$ cat config.mk
export PLATFORM = sky130hd
export DESIGN_NAME = roman_numeral_sum_converter_top
export DESIGN_NICKNAME = d
export VERILOG_FILES = /design/src/rtl/rnsc_pkg.sv /design/src/rtl/rnsc_front.sv /design/src/rtl/rnsc_queue.sv /design/src/rtl/rnsc_back.sv /design/src/rtl/roman_numeral_sum_converter_top.sv
export SDC_FILE = /design/constraint.sdc
export NUM_CORES = 1
export LEC_CHECK = 0
export ABC_AREA = 0
export BUFFER_PORTS_ARGS = -buffer_cell sky130_fd_sc_hd__buf_4
export CAP_MARGIN = 0
export CORE_AREA = 5 5 111 155
export CTS_CLUSTER_DIAMETER = 50
export DETAILED_ROUTE_END_ITERATION = 6
export DIE_AREA = 0 0 116 160
export PLACE_DENSITY = 0.76
export SLEW_MARGIN = 10
export SYNTH_ARGS = -nofsm -noshare
export SYNTH_HDL_FRONTEND = slang
export SYNTH_SLANG_ARGS = --single-unit
$ cat constraint.sdc
create_clock -name clk -period 22.7 [get_ports clk]
set_input_delay 2.27 -clock clk [delete_from_list [all_inputs] [get_ports clk]]
set_output_delay 2.27 -clock clk [all_outputs]
set_load 0.1 [all_outputs]
$ cat src/rtl/rnsc_pkg.sv
// ----------------------------------------------------------------------------
// rnsc_pkg
// Shared types, constants and lookup functions for the Roman numeral pair
// adder: letter decode, greedy symbol table and the queue word format.
// ----------------------------------------------------------------------------
`timescale 1ns / 1ps

package rnsc_pkg;

  // Field widths
  localparam int CHAR_W  = 8;
  localparam int DIGIT_W = 11;
  localparam int SUM_W   = 15;

  // Saturation point of the running total
  localparam logic [SUM_W-1:0] SUM_CAP = 15'd22000;

  // Greedy symbol table: 13 entries, largest first
  localparam int NSYM  = 13;
  localparam int SYM_W = 4;

  // Queue between front and back
  localparam int Q_DEPTH = 2;
  localparam int QPTR_W  = 1;
  localparam int QCNT_W  = 2;

  // ASCII letters
  localparam logic [CHAR_W-1:0] CH_NONE = 8'h00;
  localparam logic [CHAR_W-1:0] CH_I    = 8'h49;
  localparam logic [CHAR_W-1:0] CH_V    = 8'h56;
  localparam logic [CHAR_W-1:0] CH_X    = 8'h58;
  localparam logic [CHAR_W-1:0] CH_L    = 8'h4C;
  localparam logic [CHAR_W-1:0] CH_C    = 8'h43;
  localparam logic [CHAR_W-1:0] CH_D    = 8'h44;
  localparam logic [CHAR_W-1:0] CH_M    = 8'h4D;

  // One finished pair, handed from front to back
  typedef struct packed {
    logic [SUM_W-1:0] total;
    logic             err;
  } pair_t;

  // Queue status seen by both sides
  typedef struct packed {
    logic full;
    logic empty;
  } q_stat_t;

  // Back-end sequencer states
  typedef enum logic {
    BK_IDLE,
    BK_EMIT
  } bk_state_t;

  // Letter value, zero for anything that is not a numeral letter
  function automatic logic [DIGIT_W-1:0] letter_value(input logic [CHAR_W-1:0] c);
    logic [DIGIT_W-1:0] v;
    unique case (c)
      CH_I:    v = 11'd1;
      CH_V:    v = 11'd5;
      CH_X:    v = 11'd10;
      CH_L:    v = 11'd50;
      CH_C:    v = 11'd100;
      CH_D:    v = 11'd500;
      CH_M:    v = 11'd1000;
      default: v = '0;
    endcase
    return v;
  endfunction

  // Saturating add of a digit to the total; MSB of result flags overflow
  function automatic logic [SUM_W:0] add_sat(input logic [SUM_W-1:0] t,
                                             input logic [DIGIT_W-1:0] a);
    logic [SUM_W:0] s;
    s = {1'b0, t} + (SUM_W+1)'(a);
    if (s > {1'b0, SUM_CAP}) begin
      s = {1'b1, SUM_CAP};
    end
    return s;
  endfunction

  function automatic logic [DIGIT_W-1:0] sym_val(input logic [SYM_W-1:0] i);
    logic [DIGIT_W-1:0] v;
    unique case (i)
      4'd0:    v = 11'd1000;
      4'd1:    v = 11'd900;
      4'd2:    v = 11'd500;
      4'd3:    v = 11'd400;
      4'd4:    v = 11'd100;
      4'd5:    v = 11'd90;
      4'd6:    v = 11'd50;
      4'd7:    v = 11'd40;
      4'd8:    v = 11'd10;
      4'd9:    v = 11'd9;
      4'd10:   v = 11'd5;
      4'd11:   v = 11'd4;
      default: v = 11'd1;
    endcase
    return v;
  endfunction

  function automatic logic [CHAR_W-1:0] sym_first(input logic [SYM_W-1:0] i);
    logic [CHAR_W-1:0] c;
    unique case (i)
      4'd0:                c = CH_M;
      4'd1, 4'd3, 4'd4:    c = CH_C;
      4'd2:                c = CH_D;
      4'd5, 4'd7, 4'd8:    c = CH_X;
      4'd6:                c = CH_L;
      4'd10:               c = CH_V;
      default:             c = CH_I;
    endcase
    return c;
  endfunction

  function automatic logic [CHAR_W-1:0] sym_second(input logic [SYM_W-1:0] i);
    logic [CHAR_W-1:0] c;
    unique case (i)
      4'd1:    c = CH_M;
      4'd3:    c = CH_D;
      4'd5:    c = CH_C;
      4'd7:    c = CH_L;
      4'd9:    c = CH_X;
      4'd11:   c = CH_V;
      default: c = CH_NONE;
    endcase
    return c;
  endfunction

endpackage

$ cat src/rtl/rnsc_front.sv
// ----------------------------------------------------------------------------
// rnsc_front
// Character intake: decodes each letter with the subtractive rule, keeps the
// pending digit and running total, and pushes the pair total to the queue.
// ----------------------------------------------------------------------------
`timescale 1ns / 1ps

module rnsc_front #(
  parameter int MAX_LEN = 11
) (
  input  logic                             clk,
  input  logic                             rst,
  input  logic                             in_valid,
  output logic                             in_ready,
  input  logic [rnsc_pkg::CHAR_W-1:0]      char_code,
  input  logic                             end_of_numeral,
  input  logic                             end_of_pair,
  input  rnsc_pkg::q_stat_t                q_stat,
  output logic                             q_push,
  output rnsc_pkg::pair_t                  q_data
);

  localparam int CNT_W = $clog2(MAX_LEN + 1);

  logic [rnsc_pkg::DIGIT_W-1:0] pending_value, pending_value_next;
  logic                         pending_valid, pending_valid_next;
  logic [rnsc_pkg::SUM_W-1:0]   running_total, running_total_next;
  logic [CNT_W-1:0]             chars_in_numeral, chars_in_numeral_next;
  logic                         error_seen, error_seen_next;

  logic                         accept;
  logic [rnsc_pkg::DIGIT_W-1:0] v;
  logic                         char_ok;
  logic [rnsc_pkg::DIGIT_W-1:0] add1, add2;
  logic [rnsc_pkg::DIGIT_W-1:0] pval1;
  logic                         pv1;
  logic [rnsc_pkg::SUM_W:0]     t1, t2;

  // Only the closing word of a pair needs room in the queue
  assign in_ready = !q_stat.full || !end_of_pair;
  assign accept   = in_valid && in_ready;
  assign q_push   = accept && end_of_pair;

  // Character step, then end-of-numeral flush
  always_comb begin
    v       = rnsc_pkg::letter_value(char_code);
    char_ok = (v != '0) && (chars_in_numeral < CNT_W'(MAX_LEN));
    pval1   = pending_value;
    pv1     = pending_valid;
    add1    = '0;
    add2    = '0;
    chars_in_numeral_next = chars_in_numeral;

    if (char_ok) begin
      chars_in_numeral_next = chars_in_numeral + 1'b1;
      if (!pending_valid) begin
        pval1 = v;
        pv1   = 1'b1;
      end else if (pending_value >= v) begin
        add1  = pending_value;
        pval1 = v;
      end else begin
        add1  = v - pending_value;
        pval1 = '0;
        pv1   = 1'b0;
      end
    end

    t1 = rnsc_pkg::add_sat(running_total, add1);

    pending_value_next = pval1;
    pending_valid_next = pv1;
    if (end_of_numeral || end_of_pair) begin
      add2                  = pv1 ? pval1 : '0;
      pending_value_next    = '0;
      pending_valid_next    = 1'b0;
      chars_in_numeral_next = '0;
    end

    t2 = rnsc_pkg::add_sat(t1[rnsc_pkg::SUM_W-1:0], add2);
    running_total_next = t2[rnsc_pkg::SUM_W-1:0];
    error_seen_next    = error_seen || !char_ok || t1[rnsc_pkg::SUM_W] ||
                         t2[rnsc_pkg::SUM_W];
  end

  assign q_data.total = running_total_next;
  assign q_data.err   = error_seen_next;

  // State registers; a pushed pair starts the next one from zero
  always_ff @(posedge clk) begin
    if (rst) begin
      pending_value    <= '0;
      pending_valid    <= 1'b0;
      running_total    <= '0;
      chars_in_numeral <= '0;
      error_seen       <= 1'b0;
    end else if (accept) begin
      if (end_of_pair) begin
        pending_value    <= '0;
        pending_valid    <= 1'b0;
        running_total    <= '0;
        chars_in_numeral <= '0;
        error_seen       <= 1'b0;
      end else begin
        pending_value    <= pending_value_next;
        pending_valid    <= pending_valid_next;
        running_total    <= running_total_next;
        chars_in_numeral <= chars_in_numeral_next;
        error_seen       <= error_seen_next;
      end
    end
  end

endmodule

$ cat src/rtl/rnsc_queue.sv
// ----------------------------------------------------------------------------
// rnsc_queue
// Two-word queue of finished pair totals between intake and emitter.
// ----------------------------------------------------------------------------
`timescale 1ns / 1ps

module rnsc_queue (
  input  logic              clk,
  input  logic              rst,
  input  logic              push,
  input  rnsc_pkg::pair_t   wr_data,
  input  logic              pop,
  output rnsc_pkg::pair_t   rd_data,
  output rnsc_pkg::q_stat_t stat
);

  rnsc_pkg::pair_t                mem [rnsc_pkg::Q_DEPTH];
  logic [rnsc_pkg::QPTR_W-1:0]    wr_ptr, rd_ptr;
  logic [rnsc_pkg::QCNT_W-1:0]    count;
  logic                           do_push, do_pop;

  assign stat.full  = (count == rnsc_pkg::QCNT_W'(rnsc_pkg::Q_DEPTH));
  assign stat.empty = (count == '0);
  assign do_push    = push && !stat.full;
  assign do_pop     = pop && !stat.empty;
  assign rd_data    = mem[rd_ptr];

  // Storage
  always_ff @(posedge clk) begin
    if (do_push) begin
      mem[wr_ptr] <= wr_data;
    end
  end

  // Pointers and fill count
  always_ff @(posedge clk) begin
    if (rst) begin
      wr_ptr <= '0;
      rd_ptr <= '0;
      count  <= '0;
    end else begin
      if (do_push) begin
        wr_ptr <= wr_ptr + 1'b1;
      end
      if (do_pop) begin
        rd_ptr <= rd_ptr + 1'b1;
      end
      if (do_push && !do_pop) begin
        count <= count + 1'b1;
      end else if (do_pop && !do_push) begin
        count <= count - 1'b1;
      end
    end
  end

endmodule

$ cat src/rtl/rnsc_back.sv
// ----------------------------------------------------------------------------
// rnsc_back
// Symbol emitter: takes one pair total from the queue and writes its Roman
// symbols, greedy from the largest, one word per free cycle of the output slot.
// ----------------------------------------------------------------------------
`timescale 1ns / 1ps

module rnsc_back (
  input  logic                          clk,
  input  logic                          rst,
  input  rnsc_pkg::q_stat_t             q_stat,
  input  rnsc_pkg::pair_t               q_data,
  output logic                          q_pop,
  output logic                          out_valid,
  input  logic                          out_ready,
  output logic [rnsc_pkg::CHAR_W-1:0]   first_char,
  output logic [rnsc_pkg::CHAR_W-1:0]   second_char,
  output logic [rnsc_pkg::SUM_W-1:0]    sum_value,
  output logic                          is_empty,
  output logic                          bad_input,
  output logic                          last_symbol
);

  rnsc_pkg::bk_state_t          state, state_next;
  logic [rnsc_pkg::SUM_W-1:0]   rest, rest_next;
  logic [rnsc_pkg::SUM_W-1:0]   sum;
  logic                         err;

  logic                         slot_free;
  logic                         load_slot;
  logic [rnsc_pkg::SYM_W-1:0]   sel;
  logic                         last;

  assign slot_free = !out_valid || out_ready;

  // Largest table entry not above the remainder
  always_comb begin
    sel = rnsc_pkg::SYM_W'(rnsc_pkg::NSYM - 1);
    for (int i = rnsc_pkg::NSYM - 1; i >= 0; i--) begin
      if (rest >= rnsc_pkg::SUM_W'(rnsc_pkg::sym_val(rnsc_pkg::SYM_W'(i)))) begin
        sel = rnsc_pkg::SYM_W'(i);
      end
    end
  end

  // Remainder after this symbol; a zero total gives the single empty word
  always_comb begin
    if (rest == '0) begin
      rest_next = '0;
      last      = 1'b1;
    end else begin
      rest_next = rest - rnsc_pkg::SUM_W'(rnsc_pkg::sym_val(sel));
      last      = (rest_next == '0);
    end
  end

  // Next state
  always_comb begin
    state_next = state;
    unique case (state)
      rnsc_pkg::BK_IDLE: begin
        if (!q_stat.empty) begin
          state_next = rnsc_pkg::BK_EMIT;
        end
      end
      rnsc_pkg::BK_EMIT: begin
        if (slot_free && last) begin
          state_next = rnsc_pkg::BK_IDLE;
        end
      end
      default: state_next = rnsc_pkg::BK_IDLE;
    endcase
  end

  // Sequencer outputs
  always_comb begin
    q_pop     = 1'b0;
    load_slot = 1'b0;
    unique case (state)
      rnsc_pkg::BK_IDLE: q_pop     = !q_stat.empty;
      rnsc_pkg::BK_EMIT: load_slot = slot_free;
      default: begin
        q_pop     = 1'b0;
        load_slot = 1'b0;
      end
    endcase
  end

  // Control registers
  always_ff @(posedge clk) begin
    if (rst) begin
      state     <= rnsc_pkg::BK_IDLE;
      out_valid <= 1'b0;
    end else begin
      state <= state_next;
      if (load_slot) begin
        out_valid <= 1'b1;
      end else if (out_ready) begin
        out_valid <= 1'b0;
      end
    end
  end

  // Working copy of the pair and the output word
  always_ff @(posedge clk) begin
    if (q_pop) begin
      rest <= q_data.total;
      sum  <= q_data.total;
      err  <= q_data.err;
    end else if (load_slot) begin
      rest <= rest_next;
    end
    if (load_slot) begin
      first_char  <= (rest == '0) ? rnsc_pkg::CH_NONE : rnsc_pkg::sym_first(sel);
      second_char <= (rest == '0) ? rnsc_pkg::CH_NONE : rnsc_pkg::sym_second(sel);
      sum_value   <= sum;
      is_empty    <= (rest == '0);
      bad_input   <= err;
      last_symbol <= last;
    end
  end

endmodule

$ cat src/rtl/roman_numeral_sum_converter_top.sv
// ----------------------------------------------------------------------------
// roman_numeral_sum_converter_top
// Adds two Roman numerals given letter by letter and writes the sum back as
// a burst of Roman symbols.
// ----------------------------------------------------------------------------
// Usage:
//   Input channel (in_valid/in_ready): one letter per word, with
//   end_of_numeral on the last letter of a numeral and end_of_pair on the
//   last letter of the second one. Letters are taken one per cycle; a word
//   carrying end_of_pair waits only while the two-word pair queue is full.
//   Output channel (out_valid/out_ready): one word per Roman symbol of the
//   sum, last_symbol on the final one; a zero sum gives one word with
//   is_empty set. bad_input reports a bad letter, an overlong numeral or a
//   saturated total for that pair.
//   Flow: a pair total reaches the output slot through the pair queue
//   and the emitter's working registers. The emitter writes one symbol per
//   cycle while the receiver is ready, with a pass through its idle state
//   to load each pair; the emitter sequencer is the bound on rate.
//   Receiver stall: the output word holds; the emitter waits, the queue
//   fills, and then only end_of_pair words are held back.
//   Reset clears the running pair total, the queue and the output valid.
// ----------------------------------------------------------------------------
`timescale 1ns / 1ps

module roman_numeral_sum_converter_top #(
  parameter int MAX_LEN = 11
) (
  input  logic                        clk,
  input  logic                        rst,
  input  logic                        in_valid,
  output logic                        in_ready,
  input  logic [rnsc_pkg::CHAR_W-1:0] char_code,
  input  logic                        end_of_numeral,
  input  logic                        end_of_pair,
  output logic                        out_valid,
  input  logic                        out_ready,
  output logic [rnsc_pkg::CHAR_W-1:0] first_char,
  output logic [rnsc_pkg::CHAR_W-1:0] second_char,
  output logic [rnsc_pkg::SUM_W-1:0]  sum_value,
  output logic                        is_empty,
  output logic                        bad_input,
  output logic                        last_symbol
);

  rnsc_pkg::q_stat_t q_stat;
  rnsc_pkg::pair_t   q_wr_data, q_rd_data;
  logic              q_push, q_pop;

  // Intake and decode
  rnsc_front #(
    .MAX_LEN (MAX_LEN)
  ) u_front (
    .clk            (clk),
    .rst            (rst),
    .in_valid       (in_valid),
    .in_ready       (in_ready),
    .char_code      (char_code),
    .end_of_numeral (end_of_numeral),
    .end_of_pair    (end_of_pair),
    .q_stat         (q_stat),
    .q_push         (q_push),
    .q_data         (q_wr_data)
  );

  // Pair queue
  rnsc_queue u_queue (
    .clk     (clk),
    .rst     (rst),
    .push    (q_push),
    .wr_data (q_wr_data),
    .pop     (q_pop),
    .rd_data (q_rd_data),
    .stat    (q_stat)
  );

  // Symbol emitter
  rnsc_back u_back (
    .clk         (clk),
    .rst         (rst),
    .q_stat      (q_stat),
    .q_data      (q_rd_data),
    .q_pop       (q_pop),
    .out_valid   (out_valid),
    .out_ready   (out_ready),
    .first_char  (first_char),
    .second_char (second_char),
    .sum_value   (sum_value),
    .is_empty    (is_empty),
    .bad_input   (bad_input),
    .last_symbol (last_symbol)
  );

endmodule

==> metrics.cfg <==
[run_status]
outcome=completed

[synth]
syn_inst=899
yosysSeqAreaShare=0.422
syn_area_per_cell_um2=9.42
synth_ff_type=edfxtp_1
async_flop_share=0
synthTopCellsByCount=nand2_1, edfxtp_1, nor2_1, o21ai_0, a21oi_1
yosys.area.top_type=edfxtp_1
syn_area_um2=8470
synth_top_area_share=0.330
synth-seq-cells=132
synth_area_leaders=edfxtp_1, dfxtp_1, ha_1, nand2_1, o21ai_0
yosysMostFrequentCell=nand2_1
ys_types=77
yosys_warnings=0
synth_edf_count=93

[setup_path]
setup.worst_path.end_class=register
cp.arrival_ns=11.45
crit_top_cell=o21ai_0
worstSetupPathType=in -> reg
cp_max_fo=22
cp-start-kind=primary input
required_ns=22.82
cpLargestDelayFamily=compound AO/OA/AOI/OAI gates
crit_buf_inv=3
critPathSlowestCell=a211oi_4
cpPeakStageDelay_ns=0.62

[power_and_ir_drop]
power_switching_mw=0.356
powerDensity_nw_per_um2=99.3
p_clk_frac=0.274
p_leak_nw=3.61
power_frac_seq=0.392
ir_drop_uv=70.9
power.internal_mw=0.587
swShare=0.377
p_comb_frac=0.334

[clocking]
cts_buffers=17
cts_tree=yes
clkTransAtPathRegs_ns=0.05
cts_root_buf=clkbuf_16
postCtsResizedCells=0
cts_buffer_depth=2
cts-htree-levels=4
cts_setup_buffers=0
clkSinkCount=132
cts_hold_buf=0
clock_latency_ns=0.41

[final_layout]
instances_no_fill=1140
n_antenna_cell=0
num-nets-final=999
fillers=1348
final_layout_size_suffix_gt1_frac=0.121
area_growth_pct=12.1

[route]
routedWlPerCell_um=16.8
drt-pass1-iter-count=5
drt-total-wl_mm=19.2
drc=0
via_per_inst=5.94
drtIter0Drc=448
num_vias=6773
ant_nets=0

[floorplanning]
rows=54
die_w_um=116
die_y_um=160
floorplan.initialDensity=0.545
die_area_um2=18600
num_io_pins=50
coreArea_um2=15500

[timing]
final_max_slew_viol_count=0
rsz0062_at_grt=false
hold_viol_final=0
fin_crit_ns=11.33
setup_viol=0
tns_ns=0
finalCritPeriodShare=0.499
worstMarginPinSlew_ns=1.14
fmax_mhz=88.3
max_slew_margin=0.240
skew_ns=0.0108

[place]
placed_cells_incl_taps=1108
portBuffers=45
place.gp.congestion=0.928
dp_hpwl_mm=14.6

[global_routing]
grt_max_degree=35
grt.overflow.total=0
grt_pass1_wl_mm=31.5
antenna_found_initial=0
grt_use_total=0.212
grt_pass1_vias=6625

[hold_path]
hold_class=reg -> reg

[job]
maxCapViolCount=0

[per-stage QoR]
| stage | power, mW | worst slack (ns) | cell area, µm² | utilization | hold WS (ns) |
|---|---|---|---|---|---|
| final | 0.943 | 11.37 | 9490 | 0.611 | 0.413 |
| after global routing | 0.991 | 10.48 | 9490 | 0.611 | 0.427 |
| after CTS | 0.946 | 11.46 | 9490 | 0.611 | 0.413 |
| after detailed placement | 0.685 | 11.09 | 8920 | 0.574 | 0.405 |
| after global placement | 0.678 | 11.47 | 8920 | 0.574 | 0.401 |
| after floorplan | 0.615 | 11.81 | 8480 | - | 0.400 |
[final timing paths]
kind | from | endpoint | slack (ns) | depth (start not counted)
worst max register to register | u_front.pending_value[1]$_SDFFE_PP0P_ | u_queue.mem[1][6]$_DFFE_PP_ | 13.80 | 35
worst max-delay path | char_code[5] | u_queue.mem[1][6]$_DFFE_PP_ | 11.37 | 39
worst min register to register | u_back.sum[8]$_DFFE_PP_ | u_back.sum_value[8]$_DFFE_PP_ | 0.41 | 0
worst min-delay path | u_back.sum[8]$_DFFE_PP_ | u_back.sum_value[8]$_DFFE_PP_ | 0.41 | 0
[logic make-up after synthesis]
group / Yosys count / synth area share
AND/OR/NAND/NOR: 318 / 0.184
adder cells (fa/ha/maj): 55 / 0.0845
XOR/XNOR: 48 / 0.0505
AO/OA/AOI/OAI: 248 / 0.195
flip-flops: 132 / 0.422
buffers and inverters: 77 / 0.0374
multiplexers: 20 / 0.0261
other: 1 / 0.000443
[flip-flops by register name, indices dropped and copies added, names as in the netlist, 2 cells and up, named ones only]
signal,count
u_queue.mem,32
u_back.rest,15
u_back.sum,15
u_back.sum_value,15
u_front.running_total,15
u_front.pending_value,11
u_back.first_char,6
u_back.second_char,6
u_front.chars_in_numeral,4
u_queue.count,2
[power by group through the flow]
| stage | clock [mW] | combinational (mW) | sequential [mW] |
|---|---|---|---|
| after global routing | 0.272 | 0.344 | 0.375 |
| after global placement | 0 | 0.307 | 0.371 |
| after floorplan | 0 | 0.166 | 0.449 |
| after CTS | 0.261 | 0.316 | 0.369 |
| after detailed placement | 0 | 0.311 | 0.374 |
| final | 0.258 | 0.315 | 0.369 |
[layout make-up]
class                   count  area, µm²  area share
clock inverters             6       38.8     0.00409
well taps                 196        245      0.0258
inverters                  38        143      0.0150
clock buffers              26        533      0.0562
repair buffers             49        368      0.0388
multi-input cells         693       4590       0.484
flip-flops and latches    132       3570       0.376
[routing by layer]
metal / up-vias / part of all wire / global-route usage
met3: 53 / 0.034 / 0.0295
met2: 148 / 0.54 / 0.386
met1: 3206 / 0.38 / 0.230
met4: 0 / 0.048 / 0.116
li1: 3366 / - / -
met5: - / 0 / 0
[layout by cell type (no fill, tap or decap), types with 4 or more instances in the layout]
master and n:
a211oi_1 12, a21o_1 13, a21oi_1 55, a22o_1 12, a22oi_1 8, a31oi_1 12
a32o_1 4, and2_1 12, and3_1 10, buf_4 49, clkbuf_1 5, clkbuf_16 20
conb_1 4, dfxtp_1 39, edfxtp_1 93, fa_1 4, ha_1 50, inv_1 36
mux2_2 17, nand2_1 98, nand2b_1 15, nand3_1 26, nand4_1 8, nor2_1 67
nor2b_1 16, nor3_1 27, nor3b_1 7, o211ai_1 8, o21ai_0 62, o21ai_1 5
o21bai_1 4, o31ai_1 11, or2_2 7, or3_1 8, xnor2_1 29, xor2_1 18
Power figures use the tool's default switching activity.
